==> config.mk <==
export PLATFORM = sky130hd
export DESIGN_NAME = incremental_pi_speed_loop
export DESIGN_NICKNAME = d
export VERILOG_FILES = /design/src/design/ipsl_pkg.sv /design/src/design/ipsl_cfg.sv /design/src/design/ipsl_mac.sv /design/src/design/incremental_pi_speed_loop.sv
export SDC_FILE = /design/constraint.sdc
export NUM_CORES = 1
export LEC_CHECK = 0
export BUFFER_PORTS_ARGS = -buffer_cell sky130_fd_sc_hd__buf_2
export CAP_MARGIN = 0
export CORE_MARGIN = 1
export CORE_UTILIZATION = 40
export DETAILED_ROUTE_END_ITERATION = 7
export GPL_TIMING_DRIVEN = 0
export HOLD_SLACK_MARGIN = 0.15
export PLACE_DENSITY = 0.62
export SLEW_MARGIN = 10
export SYNTH_ARGS = -nofsm -noshare
export SYNTH_HDL_FRONTEND = slang
export SYNTH_SLANG_ARGS = --single-unit
==> constraint.sdc <==
create_clock -name clk -period 12 [get_ports clk]
set_clock_uncertainty 0.15 [all_clocks]
set_input_delay 1.8 -clock clk [delete_from_list [all_inputs] [get_ports clk]]
set_output_delay 1.8 -clock clk [all_outputs]
set_load 0.05 [all_outputs]
==> src/design/ipsl_pkg.sv <==
`timescale 1ns / 1ps

package ipsl_pkg;

  // field and register widths
  localparam int DATA_W    = 16;
  localparam int ALPHA_W   = 9;
  localparam int CFG_IDX_W = 3;
  localparam int ERR_W     = DATA_W + 1;

  // bit-serial multiplier: signed multiplicands, unsigned multipliers
  localparam int MCAND_W   = ERR_W + 1;
  localparam int MPLR_W    = 16;
  localparam int ACC_HI_W  = MCAND_W + 2;
  localparam int PROD_W    = ACC_HI_W + MPLR_W;
  localparam int STEP_W    = $clog2(MPLR_W);

  // low-pass filter accumulator: 256*avg + alpha*(prev - avg)
  localparam int FILT_ACC_W = 26;
  localparam int FILT_SHIFT = 8;

  // alpha of one in Q8
  localparam logic [ALPHA_W-1:0] ALPHA_ONE = 9'd256;

  // register reset values
  localparam logic [DATA_W-1:0]  PROP_GAIN_RST     = 16'd2816;
  localparam logic [DATA_W-1:0]  INTEGRAL_GAIN_RST = 16'd90;
  localparam logic [ALPHA_W-1:0] FILTER_ALPHA_RST  = 9'd179;
  localparam logic [DATA_W-1:0]  DRIVE_MAX_RST     = 16'd7200;
  localparam logic [DATA_W-1:0]  DRIVE_MIN_RST     = 16'd4200;

  // register indexes
  typedef enum logic [CFG_IDX_W-1:0] {
    REG_PROP_GAIN     = 3'd0,
    REG_INTEGRAL_GAIN = 3'd1,
    REG_FILTER_ALPHA  = 3'd2,
    REG_DRIVE_MAX     = 3'd3,
    REG_DRIVE_MIN     = 3'd4
  } cfg_idx_t;

  // register set as seen by the datapath, alpha already saturated
  typedef struct packed {
    logic [DATA_W-1:0]  prop_gain;
    logic [DATA_W-1:0]  integral_gain;
    logic [ALPHA_W-1:0] alpha;
    logic [DATA_W-1:0]  drive_max;
    logic [DATA_W-1:0]  drive_min;
  } cfg_t;

  // sequencer states
  typedef enum logic [3:0] {
    ST_IDLE,
    ST_AVG,
    ST_FMUL,
    ST_FILT,
    ST_ERR,
    ST_PMUL,
    ST_INC,
    ST_SUM,
    ST_DONE
  } state_t;

endpackage

==> src/design/ipsl_cfg.sv <==
`timescale 1ns / 1ps

module ipsl_cfg (
  input  logic                              clk,
  input  logic                              rst,
  input  logic                              cfg_we,
  input  logic [ipsl_pkg::CFG_IDX_W-1:0]    cfg_index,
  input  logic [ipsl_pkg::DATA_W-1:0]       cfg_data,
  output ipsl_pkg::cfg_t                    cfg
);

  logic [ipsl_pkg::DATA_W-1:0]  prop_gain;
  logic [ipsl_pkg::DATA_W-1:0]  integral_gain;
  logic [ipsl_pkg::ALPHA_W-1:0] alpha_raw;
  logic [ipsl_pkg::DATA_W-1:0]  drive_max;
  logic [ipsl_pkg::DATA_W-1:0]  drive_min;

  // register file, writes outside the list are dropped
  always_ff @(posedge clk) begin
    if (rst) begin
      prop_gain     <= ipsl_pkg::PROP_GAIN_RST;
      integral_gain <= ipsl_pkg::INTEGRAL_GAIN_RST;
      alpha_raw     <= ipsl_pkg::FILTER_ALPHA_RST;
      drive_max     <= ipsl_pkg::DRIVE_MAX_RST;
      drive_min     <= ipsl_pkg::DRIVE_MIN_RST;
    end else if (cfg_we) begin
      case (ipsl_pkg::cfg_idx_t'(cfg_index))
        ipsl_pkg::REG_PROP_GAIN:     prop_gain     <= cfg_data;
        ipsl_pkg::REG_INTEGRAL_GAIN: integral_gain <= cfg_data;
        ipsl_pkg::REG_FILTER_ALPHA:  alpha_raw     <= cfg_data[ipsl_pkg::ALPHA_W-1:0];
        ipsl_pkg::REG_DRIVE_MAX:     drive_max     <= cfg_data;
        ipsl_pkg::REG_DRIVE_MIN:     drive_min     <= cfg_data;
        default: ;
      endcase
    end
  end

  // alpha above one acts as one
  always_comb begin
    cfg.prop_gain     = prop_gain;
    cfg.integral_gain = integral_gain;
    cfg.alpha         = (alpha_raw > ipsl_pkg::ALPHA_ONE) ? ipsl_pkg::ALPHA_ONE : alpha_raw;
    cfg.drive_max     = drive_max;
    cfg.drive_min     = drive_min;
  end

endmodule

==> src/design/ipsl_mac.sv <==
`timescale 1ns / 1ps

// Bit-serial multiply-add: prod = x*a + y*b, one multiplier bit per cycle,
// LSB first. The partial sum is shifted right, so the adder stays narrow.
module ipsl_mac (
  input  logic                                 clk,
  input  logic                                 rst,
  input  logic                                 load,
  input  logic signed [ipsl_pkg::MCAND_W-1:0]  x,
  input  logic signed [ipsl_pkg::MCAND_W-1:0]  y,
  input  logic [ipsl_pkg::MPLR_W-1:0]          a,
  input  logic [ipsl_pkg::MPLR_W-1:0]          b,
  output logic                                 done,
  output logic signed [ipsl_pkg::PROD_W-1:0]   prod
);

  localparam int HI_W = ipsl_pkg::ACC_HI_W;
  localparam int MC_W = ipsl_pkg::MCAND_W;
  localparam int ML_W = ipsl_pkg::MPLR_W;
  localparam logic [ipsl_pkg::STEP_W-1:0] STEP_LAST = ipsl_pkg::STEP_W'(ML_W - 1);

  logic                          run;
  logic [ipsl_pkg::STEP_W-1:0]   cnt;
  logic signed [MC_W-1:0]        x_r;
  logic signed [MC_W-1:0]        y_r;
  logic [ML_W-1:0]               a_r;
  logic [ML_W-1:0]               b_r;
  logic signed [HI_W-1:0]        hi;
  logic [ML_W-1:0]               lo;

  logic signed [HI_W-1:0]        addend;
  logic signed [HI_W:0]          step_sum;

  // one step: add selected multiplicands into the upper half
  always_comb begin
    addend   = ({{(HI_W-MC_W){x_r[MC_W-1]}}, x_r} & {HI_W{a_r[0]}})
             + ({{(HI_W-MC_W){y_r[MC_W-1]}}, y_r} & {HI_W{b_r[0]}});
    step_sum = {hi[HI_W-1], hi} + {addend[HI_W-1], addend};
  end

  assign done = run && (cnt == STEP_LAST);
  assign prod = {hi, lo};

  // step counter
  always_ff @(posedge clk) begin
    if (rst) begin
      run <= 1'b0;
      cnt <= '0;
    end else if (load) begin
      run <= 1'b1;
      cnt <= '0;
    end else if (run) begin
      cnt <= cnt + 1'b1;
      if (done) begin
        run <= 1'b0;
      end
    end
  end

  // operand and partial-sum shift registers
  always_ff @(posedge clk) begin
    if (load) begin
      x_r <= x;
      y_r <= y;
      a_r <= a;
      b_r <= b;
      hi  <= '0;
      lo  <= '0;
    end else if (run) begin
      hi  <= step_sum[HI_W:1];
      lo  <= {step_sum[0], lo[ML_W-1:1]};
      a_r <= {1'b0, a_r[ML_W-1:1]};
      b_r <= {1'b0, b_r[ML_W-1:1]};
    end
  end

endmodule

==> src/design/incremental_pi_speed_loop.sv <==
`timescale 1ns / 1ps

// channel | signals                                        | direction
// --------+------------------------------------------------+----------
// in      | in_valid, in_ready, count_b, count_a,          | in
//         | target_speed, clear                            |
// out     | out_valid, out_ready, drive, filtered_speed    | out
// cfg     | cfg_we, cfg_index, cfg_data                    | in
//
// A word passes from acceptance through two 16-step passes of the bit-serial
// multiplier (filter weight, then PI gains) and the sequencing states to its
// result in the output register. A cleared word goes straight to the done state.
// One word is in work at a time; the next is accepted while a result waits.
// Reset (rst, synchronous) restores the register defaults and zeroes history.
// A stalled output holds the sequencer before it overwrites the result.
module incremental_pi_speed_loop #(
  parameter int GAIN_FRACTION_BITS = 8
) (
  input  logic                                clk,
  input  logic                                rst,
  input  logic                                in_valid,
  output logic                                in_ready,
  input  logic signed [ipsl_pkg::DATA_W-1:0]  count_b,
  input  logic signed [ipsl_pkg::DATA_W-1:0]  count_a,
  input  logic signed [ipsl_pkg::DATA_W-1:0]  target_speed,
  input  logic                                clear,
  output logic                                out_valid,
  input  logic                                out_ready,
  output logic [ipsl_pkg::DATA_W-1:0]         drive,
  output logic signed [ipsl_pkg::DATA_W-1:0]  filtered_speed,
  input  logic                                cfg_we,
  input  logic [ipsl_pkg::CFG_IDX_W-1:0]      cfg_index,
  input  logic [ipsl_pkg::DATA_W-1:0]         cfg_data
);

  localparam int DW     = ipsl_pkg::DATA_W;
  localparam int EW     = ipsl_pkg::ERR_W;
  localparam int MCW    = ipsl_pkg::MCAND_W;
  localparam int PW     = ipsl_pkg::PROD_W;
  localparam int FAW    = ipsl_pkg::FILT_ACC_W;
  localparam int FSH    = ipsl_pkg::FILT_SHIFT;
  localparam int INC_W  = PW - GAIN_FRACTION_BITS;
  localparam int SUM_W  = INC_W + 1;
  localparam logic [PW-1:0]  FRAC_MASK = PW'((64'd1 << GAIN_FRACTION_BITS) - 64'd1);
  localparam logic [FAW-1:0] FILT_MASK = FAW'((1 << FSH) - 1);

  ipsl_pkg::cfg_t    cfg;
  ipsl_pkg::state_t  st;
  ipsl_pkg::state_t  st_next;

  // control and history state
  logic signed [DW-1:0]  spd_hist;
  logic signed [EW-1:0]  ehist;
  logic [DW-1:0]         total;

  // working registers
  logic signed [DW-1:0]    cb_r;
  logic signed [DW-1:0]    ca_r;
  logic signed [DW-1:0]    tgt_r;
  logic signed [DW-1:0]    avg_r;
  logic signed [DW-1:0]    filt_r;
  logic signed [INC_W-1:0] inc_r;
  logic [DW-1:0]           res_drive;

  // multiplier hookup
  logic                          mac_load;
  logic signed [MCW-1:0]         mac_x;
  logic signed [MCW-1:0]         mac_y;
  logic [ipsl_pkg::MPLR_W-1:0]   mac_a;
  logic [ipsl_pkg::MPLR_W-1:0]   mac_b;
  logic                          mac_done;
  logic signed [PW-1:0]          prod;

  logic in_acc;
  logic out_load;

  // datapath combinational terms
  logic signed [DW:0]      pair_sum;
  logic signed [DW:0]      pair_adj;
  logic signed [DW-1:0]    avg_c;
  logic signed [DW:0]      dlt_c;
  logic signed [FAW-1:0]   facc;
  logic signed [FAW-1:0]   fadj;
  logic signed [DW-1:0]    filt_c;
  logic signed [EW-1:0]    err_c;
  logic signed [MCW-1:0]   de_c;
  logic signed [PW-1:0]    num_adj;
  logic signed [INC_W-1:0] inc_c;
  logic signed [SUM_W-1:0] sum_c;
  logic signed [SUM_W-1:0] max_s;
  logic signed [SUM_W-1:0] min_s;
  logic signed [SUM_W-1:0] hi_clamp;
  logic signed [SUM_W-1:0] clamp_c;

  ipsl_cfg u_cfg (
    .clk       (clk),
    .rst       (rst),
    .cfg_we    (cfg_we),
    .cfg_index (cfg_index),
    .cfg_data  (cfg_data),
    .cfg       (cfg)
  );

  ipsl_mac u_mac (
    .clk  (clk),
    .rst  (rst),
    .load (mac_load),
    .x    (mac_x),
    .y    (mac_y),
    .a    (mac_a),
    .b    (mac_b),
    .done (mac_done),
    .prod (prod)
  );

  // average of the two counts, truncated toward zero
  always_comb begin
    pair_sum = {cb_r[DW-1], cb_r} + {ca_r[DW-1], ca_r};
    pair_adj = pair_sum + {{DW{1'b0}}, pair_sum[DW]};
    avg_c    = pair_adj[DW:1];
    dlt_c    = {spd_hist[DW-1], spd_hist} - {avg_c[DW-1], avg_c};
  end

  // filter: (256*avg + alpha*(prev - avg)) / 256, truncated toward zero
  always_comb begin
    facc   = prod[FAW-1:0] + {{(FAW-DW-FSH){avg_r[DW-1]}}, avg_r, {FSH{1'b0}}};
    fadj   = facc + (facc[FAW-1] ? FILT_MASK : '0);
    filt_c = fadj[DW+FSH-1:FSH];
  end

  // speed error and its change
  always_comb begin
    err_c = {tgt_r[DW-1], tgt_r} - {filt_r[DW-1], filt_r};
    de_c  = {err_c[EW-1], err_c} - {ehist[EW-1], ehist};
  end

  // PI increment, truncated toward zero
  always_comb begin
    num_adj = prod + (prod[PW-1] ? FRAC_MASK : '0);
    inc_c   = num_adj[PW-1:GAIN_FRACTION_BITS];
  end

  // accumulate and clamp: maximum first, then minimum
  always_comb begin
    sum_c    = $signed({{(SUM_W-DW){1'b0}}, total}) + $signed({inc_r[INC_W-1], inc_r});
    max_s    = $signed({{(SUM_W-DW){1'b0}}, cfg.drive_max});
    min_s    = $signed({{(SUM_W-DW){1'b0}}, cfg.drive_min});
    hi_clamp = (sum_c > max_s) ? max_s : sum_c;
    clamp_c  = (hi_clamp < min_s) ? min_s : hi_clamp;
  end

  // next state
  always_comb begin
    st_next = st;
    case (st)
      ipsl_pkg::ST_IDLE: begin
        if (in_valid) begin
          st_next = clear ? ipsl_pkg::ST_DONE : ipsl_pkg::ST_AVG;
        end
      end
      ipsl_pkg::ST_AVG:  st_next = ipsl_pkg::ST_FMUL;
      ipsl_pkg::ST_FMUL: begin
        if (mac_done) begin
          st_next = ipsl_pkg::ST_FILT;
        end
      end
      ipsl_pkg::ST_FILT: st_next = ipsl_pkg::ST_ERR;
      ipsl_pkg::ST_ERR:  st_next = ipsl_pkg::ST_PMUL;
      ipsl_pkg::ST_PMUL: begin
        if (mac_done) begin
          st_next = ipsl_pkg::ST_INC;
        end
      end
      ipsl_pkg::ST_INC:  st_next = ipsl_pkg::ST_SUM;
      ipsl_pkg::ST_SUM:  st_next = ipsl_pkg::ST_DONE;
      ipsl_pkg::ST_DONE: begin
        if (!out_valid || out_ready) begin
          st_next = ipsl_pkg::ST_IDLE;
        end
      end
      default: st_next = ipsl_pkg::ST_IDLE;
    endcase
  end

  // state outputs
  always_comb begin
    in_ready = 1'b0;
    mac_load = 1'b0;
    out_load = 1'b0;
    mac_x    = de_c;
    mac_y    = {err_c[EW-1], err_c};
    mac_a    = cfg.prop_gain;
    mac_b    = cfg.integral_gain;
    case (st)
      ipsl_pkg::ST_IDLE: in_ready = 1'b1;
      ipsl_pkg::ST_AVG: begin
        mac_load = 1'b1;
        mac_x    = {dlt_c[DW], dlt_c};
        mac_y    = '0;
        mac_a    = {{(ipsl_pkg::MPLR_W-ipsl_pkg::ALPHA_W){1'b0}}, cfg.alpha};
        mac_b    = '0;
      end
      ipsl_pkg::ST_ERR:  mac_load = 1'b1;
      ipsl_pkg::ST_DONE: out_load = !out_valid || out_ready;
      default: ;
    endcase
  end

  assign in_acc = in_valid && in_ready;

  // sequencer, history and output handshake
  always_ff @(posedge clk) begin
    if (rst) begin
      st        <= ipsl_pkg::ST_IDLE;
      out_valid <= 1'b0;
      spd_hist  <= '0;
      ehist     <= '0;
      total     <= '0;
    end else begin
      st <= st_next;
      if (in_acc && clear) begin
        spd_hist <= '0;
        ehist    <= '0;
        total    <= '0;
      end
      if (st == ipsl_pkg::ST_FILT) begin
        spd_hist <= filt_c;
      end
      if (st == ipsl_pkg::ST_ERR) begin
        ehist <= err_c;
      end
      if (st == ipsl_pkg::ST_SUM) begin
        total <= clamp_c[DW-1:0];
      end
      if (out_load) begin
        out_valid <= 1'b1;
      end else if (out_ready) begin
        out_valid <= 1'b0;
      end
    end
  end

  // working and result registers
  always_ff @(posedge clk) begin
    if (in_acc) begin
      cb_r  <= count_b;
      ca_r  <= count_a;
      tgt_r <= target_speed;
      if (clear) begin
        filt_r    <= '0;
        res_drive <= '0;
      end
    end
    if (st == ipsl_pkg::ST_AVG) begin
      avg_r <= avg_c;
    end
    if (st == ipsl_pkg::ST_FILT) begin
      filt_r <= filt_c;
    end
    if (st == ipsl_pkg::ST_INC) begin
      inc_r <= inc_c;
    end
    if (st == ipsl_pkg::ST_SUM) begin
      res_drive <= clamp_c[DW-1:0];
    end
    if (out_load) begin
      drive          <= res_drive;
      filtered_speed <= filt_r;
    end
  end

endmodule

==> results by group <==
Status
  – Outcome: completed

Pwr
  – Internal power: 2.941 mW
  – Comb power frac: 32.3%
  – Clock power share: 29.8%
  – Leakage: approximately 10 nW
  – Power share of the sequential group: 37.8%
  – P_sw: 1.561 mW
  – Sw Ratio: approximately a third
  – PwrDens: 174.1 nW/um^2
  – VDD IR-drop max: approximately 0.13 mV

Critical path
  – CP max stage cell: nor4_1
  – Crit-path max cell delay: 0.74 ns
  – Crit path max-delay family: compound AO/OA/AOI/OAI gates
  – WS Path Type: flop to flop
  – Worst r2r path cells: 28
  – Worst Path Max Fanout: 10
  – Flop2flop setup slack: between 3 and 4 ns
  – Crit. End Element: flop
  – CP bufs+invs: 3
  – Most frequent CP cell: ha_1
  – Worst setup SP type: flop
  – Critical Path Stages: 28
  – Crit path DAT: 8.21 ns
  – CP Data Required Time: 12.19 ns

Cells and area
  – Final Core Density: a little under half
  – Most frequent cells in the layout: nand2_1 (315), edfxtp_1 (223), nor2_1 (202), ha_1 (183), dfxtp_1 (168)
  – Final nets: between 2000 and 3000
  – Cell area after layout: ~26000 um^2
  – Footprint of the multi-input gates: between 10000 and 15000 um^2
  – Commonest non-fill, non-tap cell in the layout: nand2_1
  – Register area: 10060 um^2
  – Layout cells sized above 1: a little under a tenth
  – Layout Area Growth over Synthesis: 13.10%
  – # fillers: between 5000 and 6000
  – N_diodes: 0

Synth
  – Post-synthesis net count: around 2700
  – Synth Area in XOR/XNOR: under 10%
  – Async SR Flop Fraction: 0%
  – Avg Inst Size Synth: 9.528 um^2
  – Synth warn: 0
  – Simple-gate portion of the synthesized area: ~17%
  – Yosys cell types: 84
  – Post-Synth Adder-Cell Area: 10.72%
  – Syn Inst Count: 2399
  – EDFF count, synth: around 220
  – Register area share after synthesis: between 40% and 50%
  – Most frequently used flop master after synthesis: edfxtp_1
  – Largest family of logic cells by synthesized area: simple AND/OR/NAND/NOR gates
  – Register bit count reported by yosys: ~390
  – Mux contribution to synthesized area: 3.591%
  – Mapped cell area: approximately 23000 um^2
  – Synth Area in Compound Gates: 13.61%

Clock tree
  – Clk Latency, worst-skew pair: ~0.61 ns
  – CTS root buffer: clkbuf_16
  – Clock Sinks: between 300 and 400
  – H-tree Lvls: 2
  – CTS buffer count: between 40 and 50
  – CTS Buffer Depth: 3
  – Clock-pin transition on the worst setup and hold timing paths: ~0.070 ns
  – CTS tree: yes
  – Post-CTS sizing: 0
  – CTS Hold Bufs: 0
  – Postcts setup bufs: 0

Placement
  – Port Buffer Count: approximately 110
  – Placed instance area: 24410 um^2
  – Detailed Place HPWL: around 46000 um
  – GPL Wtd Cong: 0.9126

Floorplanning
  – Core ar.: roughly 56000 um^2
  – Starting Density: between 40% and 50%
  – Die Y: 241.0 um
  – IO Pins: around 110
  – Die Area: between 50000 and 60000 um^2
  – Die Span X: around 240 um
  – Row count: 87

Hold path
  – HP Class: flop to flop
  – Hold path depth: 0

Global route
  – Largest net degree at the start of global routing: 38
  – First-pass GRT wire length: roughly 94000 um
  – Initial antenna violation count: 2
  – Total track usage: about a fifth
  – Vias in the first global route: between 15000 and 20000
  – Total gr overflow: 0

Route
  – Via-to-Cell Ratio: 5.340
  – Total number of vias: about 18000
  – Routed Antenna Nets: 0
  – Drt drc: 0
  – WL per Instance: approximately 18 um
  – Routed wire length: around 60000 um
  – First-pass detailed-route iteration total: 5
  – Initial DRC Count: about 1200

Timing
  – Period utilisation layout: between 60% and 70%
  – Total negative slack: 0 ns
  – Final setup viols: 0
  – Max-slew violation count: 0
  – Worst hold slack: about 0.25 ns
  – Hold Vio Cnt, Final: 0
  – Worst-Margin Slew: between 0.9 and 1 ns
  – Min Tclk post-route: 8.013 ns
  – RSZ-0062 raised after global routing: false
  – Max_slew headroom: between 30% and 40%
  – Maximum operating frequency: approximately 120 MHz

Flow run
  – Max cap viols: 0
stage by stage:
step                setup WS (ns)  total power [mW]  instances
finish                      3.987             4.501       3345
global route                3.533             4.746       3345
CTS                         4.084             4.521       3344
detailed placement          4.126             3.165       3264
global placement            4.163             3.124       3261
floorplan                   5.702             2.766       2399
cell usage after synthesis (62+ instances only):
| cell type | n | area, um^2 |
|---|---|---|
| nand2_1 | 316 | 1186 |
| edfxtp_1 | 223 | 6696 |
| nor2_1 | 203 | 762.0 |
| ha_1 | 183 | 2290 |
| dfxtp_1 | 168 | 3363 |
| a21oi_1 | 162 | 810.8 |
| inv_1 | 139 | 521.8 |
| xnor2_1 | 108 | 945.9 |
| nand3_1 | 85 | 425.4 |
| o21ai_0 | 78 | 390.4 |
| xor2_1 | 66 | 578.1 |
| mux2i_1 | 64 | 640.6 |
| and2_1 | 62 | 387.9 |
logic make-up (layout without fill, tap and decap cells):
family | count (synthesis) | in the layout
adder cells (fa/ha/maj) | 191 | 191
multiplexers | 80 | 80
AND/OR/NAND/NOR | 860 | 860
XOR/XNOR | 174 | 174
AO/OA/AOI/OAI | 485 | 485
flip-flops | 391 | 391
buffers and inverters | 218 | 408
sequential cells by signal, summed over array words and instances (netlist names), 17 cells and up:
| register | flops |
|---|---|
| inc_r | 28 |
| u_mac.hi | 20 |
| u_mac.x_r | 18 |
| ehist | 17 |
| u_mac.y_r | 17 |
path summary, 6_finish.rpt:
| path | start | to |
|---|---|---|
| worst min-delay path | res_drive[13] | drive[13] |
| worst max register to register | total[0] | res_drive[2] |
| worst min register to register | res_drive[13] | drive[13] |
| worst max-delay path | total[0] | res_drive[2] |
cell type report:
type                       count  area share (%)
buffer                        78           1.437
clock buffer                  63           4.646
clock inverter                17          0.8566
inverter                     140           2.033
multi-input combinational   1790           46.08
sequential                   391           38.91
tap                          756           3.659
timing repair buffer         110           2.372
power groups by stage:
stage | clock network, mW | registers (mW) | logic [mW]
final | 1.34 | 1.70 | 1.45
after global routing | 1.42 | 1.72 | 1.61
after CTS | 1.37 | 1.70 | 1.45
after detailed placement | 0 | 1.73 | 1.44
after global placement | 0 | 1.73 | 1.40
after floorplan | 0 | 1.69 | 1.07
per-layer routing:
layer	GRT usage [%]	routed length [um]	up-vias
li1	-	-	8830
met1	26.72	26630	8430
met2	34.76	27710	480
met3	3.100	2849	123
met4	8.937	2486	0
met5	0	0	-
(Power assumes the default switching activity.)
